File: src/hdl/spc_pkg.sv
// ============================================================================
// spc_pkg: shared definitions for the stepper position controller
// Command codes, configuration register indexes, axis modes and the
// half-step coil table.
// ============================================================================
`default_nettype none

package spc_pkg;

  // Command codes carried in the input tuser field.
  typedef enum logic [2:0] {
    CMD_TICK   = 3'd0,
    CMD_SET    = 3'd1,
    CMD_ADD    = 3'd2,
    CMD_ZERO   = 3'd3,
    CMD_ADJUST = 3'd4
  } cmd_t;

  // Configuration register indexes.
  typedef enum logic [2:0] {
    CFG_AXIS_MODE    = 3'd0,
    CFG_MODULO_STEPS = 3'd1,
    CFG_LOWER_LIMIT  = 3'd2,
    CFG_UPPER_LIMIT  = 3'd3,
    CFG_STEP_DELAY   = 3'd4,
    CFG_PSAVE_DELAY  = 3'd5,
    CFG_DIR_INVERT   = 3'd6
  } cfg_idx_t;

  // Axis modes; the unused code behaves as an unlimited axis.
  typedef enum logic [1:0] {
    AXIS_UNLIMITED = 2'd0,
    AXIS_MODULO    = 2'd1,
    AXIS_LIMITED   = 2'd2
  } axis_mode_t;

  localparam logic [1:0]  AXIS_MODE_RST    = 2'd0;
  localparam logic [15:0] MODULO_STEPS_RST = 16'd0;
  localparam logic [31:0] LOWER_LIMIT_RST  = 32'h8000_0001;
  localparam logic [31:0] UPPER_LIMIT_RST  = 32'h7fff_ffff;
  localparam logic [31:0] STEP_DELAY_RST   = 32'd1250;
  localparam logic [31:0] PSAVE_DELAY_RST  = 32'd0;

  localparam logic [3:0]  COILS_OFF = 4'h0;
  localparam logic [2:0]  PHASE_MAX = 3'h7;

  // Eight-phase half-step coil table, indexed by the phase.
  function automatic logic [3:0] coil_phase(input logic [2:0] pos_lsb, input logic rev);
    logic [2:0] ph;
    logic [3:0] pat;
    ph = rev ? (PHASE_MAX - pos_lsb) : pos_lsb;
    case (ph)
      3'd0:    pat = 4'h3;
      3'd1:    pat = 4'h2;
      3'd2:    pat = 4'h6;
      3'd3:    pat = 4'h4;
      3'd4:    pat = 4'hC;
      3'd5:    pat = 4'h8;
      3'd6:    pat = 4'h9;
      3'd7:    pat = 4'h1;
      default: pat = COILS_OFF;
    endcase
    return pat;
  endfunction

endpackage

`default_nettype wire

File: src/hdl/stepper_position_controller.sv
// ============================================================================
// stepper_position_controller: half-step unipolar stepper position control
// Takes tick, target, zero and adjust commands, keeps position and target,
// and drives the four coils through the eight-phase half-step table.
// ============================================================================
// The block takes one command per clock cycle while the output side keeps
// up, and returns one result per command. A command is captured in an
// input register and resolved against the position, target, tick counter
// and coil state in a single pass of logic; the updated state registers
// themselves form the result register, so a result is presented once its
// command leaves the input register, which holds it while a result stalls.
// A tick steps the motor once more ticks than step_delay have passed;
// targets clamp to the limits on a limited axis, and a modulo axis takes
// the shorter way round and wraps the position.
`default_nettype none

module stepper_position_controller #(
  parameter int POSITION_WIDTH = 32,
  parameter int TIMER_WIDTH    = 32
) (
  input  wire logic        clk,
  input  wire logic        rst_n,
  // Command input channel.
  input  wire logic        in_tvalid,
  output logic             in_tready,
  input  wire logic [31:0] in_tdata,   // [31:0] value
  input  wire logic [2:0]  in_tuser,   // [2:0] cmd
  // Result channel.
  output logic             out_tvalid,
  input  wire logic        out_tready,
  // [3:0] coil_pattern, [35:4] position, [67:36] target, [68] at_target,
  // [69] stepped, [71:70] zero
  output logic [71:0]      out_tdata,
  // Configuration write channel.
  input  wire logic        cfg_valid,
  output logic             cfg_ready,
  input  wire logic [2:0]  cfg_index,
  input  wire logic [31:0] cfg_data
);

  import spc_pkg::*;

  localparam int PW = POSITION_WIDTH;
  localparam int TW = TIMER_WIDTH;
  localparam int CW = (TW > 32) ? TW : 32;          // timer compare width
  localparam int DW = PW + 2;                       // exact step arithmetic
  localparam int SW = ((PW > 32) ? PW : 32) + 2;    // exact target arithmetic

  localparam logic [TW-1:0]        TIMER_MAX = '1;
  localparam logic [TW-1:0]        TIMER_ZERO = '0;
  localparam logic signed [DW-1:0] ONE_D = 1;
  localparam logic signed [DW-1:0] ZERO_D = 0;
  localparam logic signed [SW-1:0] ZERO_S = 0;
  localparam logic signed [PW-1:0] ZERO_P = 0;

  // Configuration registers.
  logic [1:0]         axis_mode_r;
  logic [15:0]        modulo_steps_r;
  logic signed [31:0] lower_limit_r;
  logic signed [31:0] upper_limit_r;
  logic [31:0]        step_delay_r;
  logic [31:0]        psave_delay_r;
  logic               dir_invert_r;

  // Input register.
  logic               in_valid_r;
  logic [2:0]         cmd_r;
  logic signed [31:0] value_r;

  // State registers, which also hold the result.
  logic signed [PW-1:0] position_r, position_nxt;
  logic signed [PW-1:0] target_r, target_nxt;
  logic [TW-1:0]        elapsed_r, elapsed_nxt;
  logic [3:0]           coils_r, coils_nxt;
  logic                 stepped_r, stepped_nxt;
  logic                 out_valid_r;

  logic advance;
  logic fire;

  // Configuration writes; the port never stalls.
  assign cfg_ready = 1'b1;

  always_ff @(posedge clk) begin
    if (!rst_n) begin
      axis_mode_r    <= AXIS_MODE_RST;
      modulo_steps_r <= MODULO_STEPS_RST;
      lower_limit_r  <= LOWER_LIMIT_RST;
      upper_limit_r  <= UPPER_LIMIT_RST;
      step_delay_r   <= STEP_DELAY_RST;
      psave_delay_r  <= PSAVE_DELAY_RST;
      dir_invert_r   <= 1'b0;
    end else if (cfg_valid) begin
      case (cfg_index)
        CFG_AXIS_MODE:    axis_mode_r    <= cfg_data[1:0];
        CFG_MODULO_STEPS: modulo_steps_r <= cfg_data[15:0];
        CFG_LOWER_LIMIT:  lower_limit_r  <= cfg_data;
        CFG_UPPER_LIMIT:  upper_limit_r  <= cfg_data;
        CFG_STEP_DELAY:   step_delay_r   <= cfg_data;
        CFG_PSAVE_DELAY:  psave_delay_r  <= cfg_data;
        CFG_DIR_INVERT:   dir_invert_r   <= cfg_data[0];
        default: ;
      endcase
    end
  end

  // Handshake: the input register moves on whenever the result slot is free
  // or its result is being transferred out.
  assign advance   = !out_valid_r || out_tready;
  assign fire      = in_valid_r && advance;
  assign in_tready = !in_valid_r || advance;

  always_ff @(posedge clk) begin
    if (!rst_n) begin
      in_valid_r <= 1'b0;
    end else if (in_tready) begin
      in_valid_r <= in_tvalid;
    end
  end

  always_ff @(posedge clk) begin
    if (in_tready && in_tvalid) begin
      cmd_r   <= in_tuser;
      value_r <= in_tdata;
    end
  end

  // Shared decode of the axis configuration.
  logic                 is_mod;
  logic                 is_lim;
  logic signed [DW-1:0] mod_d, half_d;
  logic signed [SW-1:0] mod_s;

  assign is_mod = (axis_mode_r == AXIS_MODULO);
  assign is_lim = (axis_mode_r == AXIS_LIMITED);
  assign mod_d  = DW'($signed({1'b0, modulo_steps_r}));
  assign half_d = DW'($signed({2'b0, modulo_steps_r[15:1]}));
  assign mod_s  = SW'($signed({1'b0, modulo_steps_r}));

  // Tick timing: saturating increment, then compare against the delays.
  logic [TW-1:0] elapsed_inc;
  logic          step_due;
  logic          psave_due;

  assign elapsed_inc = (elapsed_r == TIMER_MAX) ? elapsed_r : elapsed_r + 1'b1;
  assign step_due    = CW'(elapsed_inc) > CW'(step_delay_r);
  assign psave_due   = (psave_delay_r != '0) && (CW'(elapsed_inc) > CW'(psave_delay_r));

  // Direction: exact difference, folded once onto the shorter way round.
  logic signed [DW-1:0] diff_d, dist_d, step_d, wrap_d;
  logic                 move;

  assign diff_d = DW'(target_r) - DW'(position_r);

  always_comb begin
    if (is_mod && (diff_d > half_d)) begin
      dist_d = diff_d - mod_d;
    end else if (is_mod && (diff_d < -half_d)) begin
      dist_d = diff_d + mod_d;
    end else begin
      dist_d = diff_d;
    end
  end

  assign move   = step_due && (dist_d != ZERO_D);
  assign step_d = dist_d[DW-1] ? DW'(position_r) - ONE_D : DW'(position_r) + ONE_D;

  // One step, wrapped once into the revolution on a modulo axis.
  always_comb begin
    if (is_mod && (step_d >= mod_d)) begin
      wrap_d = step_d - mod_d;
    end else if (is_mod && (step_d < ZERO_D)) begin
      wrap_d = step_d + mod_d;
    end else begin
      wrap_d = step_d;
    end
  end

  // New target: absolute or relative, clamped on a limited axis, wrapped
  // once on a modulo axis.
  logic signed [SW-1:0] val_s, raw_s, lo_s, hi_s, clamp_lo_s, clamp_s, trim_s;

  assign val_s      = SW'(value_r);
  assign raw_s      = (cmd_r == CMD_ADD) ? SW'(target_r) + val_s : val_s;
  assign lo_s       = SW'(lower_limit_r);
  assign hi_s       = SW'(upper_limit_r);
  assign clamp_lo_s = (raw_s < lo_s) ? lo_s : raw_s;

  always_comb begin
    if (is_lim) begin
      clamp_s = (clamp_lo_s > hi_s) ? hi_s : clamp_lo_s;
    end else begin
      clamp_s = raw_s;
    end
    if (is_mod && (clamp_s >= mod_s)) begin
      trim_s = clamp_s - mod_s;
    end else if (is_mod && (clamp_s < ZERO_S)) begin
      trim_s = clamp_s + mod_s;
    end else begin
      trim_s = clamp_s;
    end
  end

  // Adjust moves the position down by the value, wrapped to the width.
  logic signed [PW-1:0] adjust_p, stepped_p;

  assign adjust_p  = position_r - value_r[PW-1:0];
  assign stepped_p = wrap_d[PW-1:0];

  // Next state for the command in the input register.
  always_comb begin
    position_nxt = position_r;
    target_nxt   = target_r;
    elapsed_nxt  = elapsed_r;
    coils_nxt    = coils_r;
    stepped_nxt  = stepped_r;
    if (fire) begin
      stepped_nxt = 1'b0;
      case (cmd_r)
        CMD_TICK: begin
          elapsed_nxt = elapsed_inc;
          if (move) begin
            position_nxt = stepped_p;
            elapsed_nxt  = TIMER_ZERO;
            coils_nxt    = coil_phase(stepped_p[2:0], dir_invert_r);
            stepped_nxt  = 1'b1;
          end else if (step_due && psave_due) begin
            coils_nxt = COILS_OFF;
          end
        end
        CMD_SET, CMD_ADD: begin
          target_nxt = trim_s[PW-1:0];
        end
        CMD_ZERO: begin
          position_nxt = ZERO_P;
          target_nxt   = ZERO_P;
        end
        CMD_ADJUST: begin
          position_nxt = adjust_p;
          coils_nxt    = coil_phase(adjust_p[2:0], dir_invert_r);
        end
        default: ;
      endcase
    end
  end

  always_ff @(posedge clk) begin
    if (!rst_n) begin
      position_r  <= ZERO_P;
      target_r    <= ZERO_P;
      elapsed_r   <= TIMER_ZERO;
      coils_r     <= COILS_OFF;
      stepped_r   <= 1'b0;
      out_valid_r <= 1'b0;
    end else begin
      position_r  <= position_nxt;
      target_r    <= target_nxt;
      elapsed_r   <= elapsed_nxt;
      coils_r     <= coils_nxt;
      stepped_r   <= stepped_nxt;
      if (fire) begin
        out_valid_r <= 1'b1;
      end else if (out_tready) begin
        out_valid_r <= 1'b0;
      end
    end
  end

  // Result fields straight from the state registers.
  assign out_tvalid = out_valid_r;
  assign out_tdata  = {2'b00, stepped_r, (position_r == target_r),
                       32'(target_r), 32'(position_r), coils_r};

`ifndef SYNTH
  // A step always restarts the tick counter.
  a_step_clears_timer: assert property (@(posedge clk) disable iff (!rst_n)
    (out_valid_r && stepped_r) |-> (elapsed_r == TIMER_ZERO))
    else $error("step reported with a running tick counter");

  // A stalled result keeps the state that it reports.
  a_stall_holds_state: assert property (@(posedge clk) disable iff (!rst_n)
    (out_valid_r && !out_tready) |=> ($stable(position_r) && $stable(target_r)
                                      && $stable(coils_r)))
    else $error("state changed while the result was stalled");

  // Only a tick can move the motor.
  a_step_only_on_tick: assert property (@(posedge clk) disable iff (!rst_n)
    (fire && (cmd_r != CMD_TICK)) |=> !stepped_r)
    else $error("step reported for a command other than a tick");
`endif

endmodule

`default_nettype wire
File: config.mk
export PLATFORM = sky130hd
export DESIGN_NAME = stepper_position_controller
export DESIGN_NICKNAME = d
export VERILOG_FILES = /design/src/hdl/spc_pkg.sv /design/src/hdl/stepper_position_controller.sv
export SDC_FILE = /design/constraint.sdc
export NUM_CORES = 2
export LEC_CHECK = 0
export BUFFER_PORTS_ARGS = -buffer_cell sky130_fd_sc_hd__buf_4
export CAP_MARGIN = 15
export CORE_MARGIN = 2
export CORE_UTILIZATION = 41
export CTS_BUF_LIST = sky130_fd_sc_hd__clkbuf_8
export DETAILED_ROUTE_END_ITERATION = 10
export HOLD_SLACK_MARGIN = 0.08
export SLEW_MARGIN = 5
export SYNTH_ARGS = -nofsm -noshare
export SYNTH_HDL_FRONTEND = slang
export SYNTH_SLANG_ARGS = --single-unit
File: constraint.sdc
create_clock -name clk -period 17.85 [get_ports clk]
set_input_delay 3.57 -clock clk [delete_from_list [all_inputs] [get_ports clk]]
set_output_delay 3.57 -clock clk [all_outputs]
set_load 0.01 [all_outputs]
==> metrics.md <==
| Metric | Value |
|---|---|
| Status | `finished, final reports clean` |
| Yosys top cell area share | `0.155` |
| Simple-gate share of the synthesized area | `0.236` |
| Via count | `33700` |
| CORE AREA | `78700 um^2` |
| Top FF cell, synth | `dfxtp_1` |
| DIE HEIGHT | `286 um` |
| DR vias/cell | `6.11` |
| Final setup vio count | `0` |
| Antenna-violating nets left | `0` |
| CTS tree | `built` |
| Sequential power share | `0.197` |
| Synth top area cells | `ha_1 (15%), dfxtp_1 (15%), a21oi_1 (6.2%)` |
| CP max FO | `60` |
| GRT Util Overall | `0.308` |
| Reg clk slew, reported paths | `0.06 ns` |
| Register area share after synthesis | `0.186` |
| Pwr Density | `99.6 nW/um^2` |
| Slew Limit Fails | `0` |
| Clk_lat worst skew | `0.69 ns` |
| Logic pwr share | `0.599` |
| WP data required | `18.48 ns` |
| Initial Util | `0.413` |
| Worst path arrival time | `14.25 ns` |
| Mean Syn Cell Area | `7.46 um^2` |
| Post-CTS resize count | `0` |
| CTS buffer count | `53` |
| Hold WC Path Type | `reg -> reg` |
| H-Tree Depth | `2` |
| First-pass GRT wire length | `194000 um` |
| Xor and xnor fraction of the mapped netlist area | `0.0480` |
| Cell leakage power | `15.1 nW` |
| Total negative slack | `0 ns` |
| Synth async-reset ratio | `0` |
| Hold buffers post-CTS | `0` |
| Max-Cap Viols | `0` |
| DRC | `0` |
| Fin crit period | `13.62 ns` |
| Synthesized flop and latch total | `285` |
| Initial DRC count | `3097` |
| Die area | `81700 um^2` |
| Yosys warns | `0` |
| Worst Skew | `0.0279 ns` |
| Slew @ Worst Pin | `1.14 ns` |
| Clock power share | `0.204` |
| Number of global-route vias before repair | `31400` |
| Setup ws final | `4.23 ns` |
| DP HPWL | `102000 um` |
| Internal power | `1.84 mW` |
| Largest family of logic cells by synthesized area | `compound AO/OA/AOI/OAI gates` |
| # IOs | `150` |
| Initial antenna violation count | `2` |
| Final hold vios | `0` |
| Wire per inst | `23.6 um` |
| Fmax | `0.0734 GHz` |
| Mux share of post-synthesis cell area | `0.0103` |
| CP Launch Type | `register` |
| Layout cell share with drive strength beyond 1 | `0.0961` |
| Place WS | `4.48 ns` |
| Gate Count Post-Synth | `4366` |
| Synthesized-area fraction occupied by adder cells | `0.161` |
| Root Buffer Master | `clkbuf_8` |
| Synth-to-layout area growth | `9.88%` |
| Hold Slack | `0.453 ns` |
| Compound-cell area share of the yosys netlist | `0.295` |
| Netlist cell types | `124` |
| Syn Std Cell Area | `32500 um^2` |
| Layout Nets | `4905` |
| Crit path kind | `reg -> reg` |
| Peak supply drop | `68.1 uV` |
| Max_slew headroom | `0.240` |
| Sink Count | `285` |
| Number of flops mapped to enable cells by yosys | `35` |
| CP max stage cell | `nor2_1` |
| Final worst-path cycle share | `0.763` |
| Sw Share | `0.483` |
| Most numerous cell on the critical path | `a21o_1` |
| Worst path max stage delay | `0.83 ns` |
| Pin count of the biggest net entering global routing | `91` |
| Switching pwr | `1.72 mW` |
| R2r setup slk | `4.23 ns` |
| Setup bufs post-CTS | `0` |
| Placer Congestion | `0.996` |
| Global route total overflow | `0` |
| Die width | `286 um` |
| Synth area leader | `ha_1` |
| RSZ-0062 raised after global routing | `false` |
| Max clock buf depth | `3` |
| Crit. End Element | `register` |
| Port Buffers | `146` |
| DR pass1 iterations | `6` |
| Rows | `103` |
| Most frequent cells in the layout | `nand2_1 (518), a21oi_1 (402), ha_1 (402)` |
| Final WL | `130000 um` |
| Commonest non-fill, non-tap cell in the layout | `nand2_1` |
## registers in the layout, summed over array words and instances (netlist names), 2 cells and up
signal          cells
coils_r             4
position_r         32
psave_delay_r      32
upper_limit_r      32
axis_mode_r         2
elapsed_r          32
cmd_r               3
modulo_steps_r     16
value_r            32
lower_limit_r      32
target_r           32
step_delay_r       32
## path summary, 6_finish.rpt
check,start,to,depth (start not counted)
max,value_r[12],target_r[12],46
min,step_delay_r[16],step_delay_r[16],2
max reg2reg,value_r[12],target_r[12],46
min reg2reg,step_delay_r[16],step_delay_r[16],2
## cell usage after synthesis, drive strengths merged (46+ instances only)
cell,n
dfxtp,250
a31oi,47
xor2,66
xnor2,109
a21o,100
nor3,145
nand2,519
inv,323
clkbuf,162
nand2b,66
ha,402
a21oi,407
a211oi,73
or3,49
o21a,54
nand3,83
nor2,308
nor2b,51
o211ai,72
nor4,46
nand4,81
o21ai,198
## kinds of logic (layout without fill, tap and decap cells)
family          Yosys count  in the layout
compound gates         1377           1377
xor+xnor                175            175
fa+ha+maj               412            412
buf+inv                 530            625
flops                   285            285
mux                      32             32
other cells               2              5
simple gates           1553           1553
## power by group through the flow
stage / clock [mW] / combinational (mW) / sequential, mW
after floorplan: 0 / 1.52 / 0.702
after global placement: 0 / 2.07 / 0.714
after detailed placement: 0 / 2.07 / 0.715
after CTS: 0.739 / 2.08 / 0.701
after global routing: 0.767 / 2.32 / 0.703
final: 0.725 / 2.13 / 0.702
## worst max-delay path, delay by kind of cell (launching register included)
family	cells	cell delay, ns
and+or+nand+nor	7	3.23
buffers and inverters	5	1.25
adders and majority gates	4	1.27
AOI/OAI and AO/OA	28	6.78
DFF	1	0.41
xor gates and xnor gates	1	0.26
muxes	1	0.28
## per-stage QoR
stage          utilization  cells  instance area [um^2]  power (mW)
2_1_floorplan            -   4367                 32600        2.22
3_3_place_gp         0.439   5412                 34600        2.79
3_5_place_dp         0.439   5412                 34600        2.79
4_1_cts              0.454   5511                 35800        3.52
5_1_grt              0.454   5512                 35800        3.79
6_report             0.454   5514                 35800        3.56
## layout make-up
class	instances	area [um^2]
clock buffers	62	853
fillers	8103	43000
diodes	2	5.00
inverters	325	1220
multi-input cells	3552	24500
well taps	1050	1310
repair buffers	201	1510
clock inverters	37	329
flip-flops and latches	285	6060
## layer usage
metal  GRT usage  vias up  share of wire
met5           0        -       0.000092
met4       0.124        2          0.043
met3      0.0444      241          0.072
met2       0.497     1268           0.45
met1       0.413    16000           0.44
li1            -    16200              -
Power figures use the tool's default switching activity.
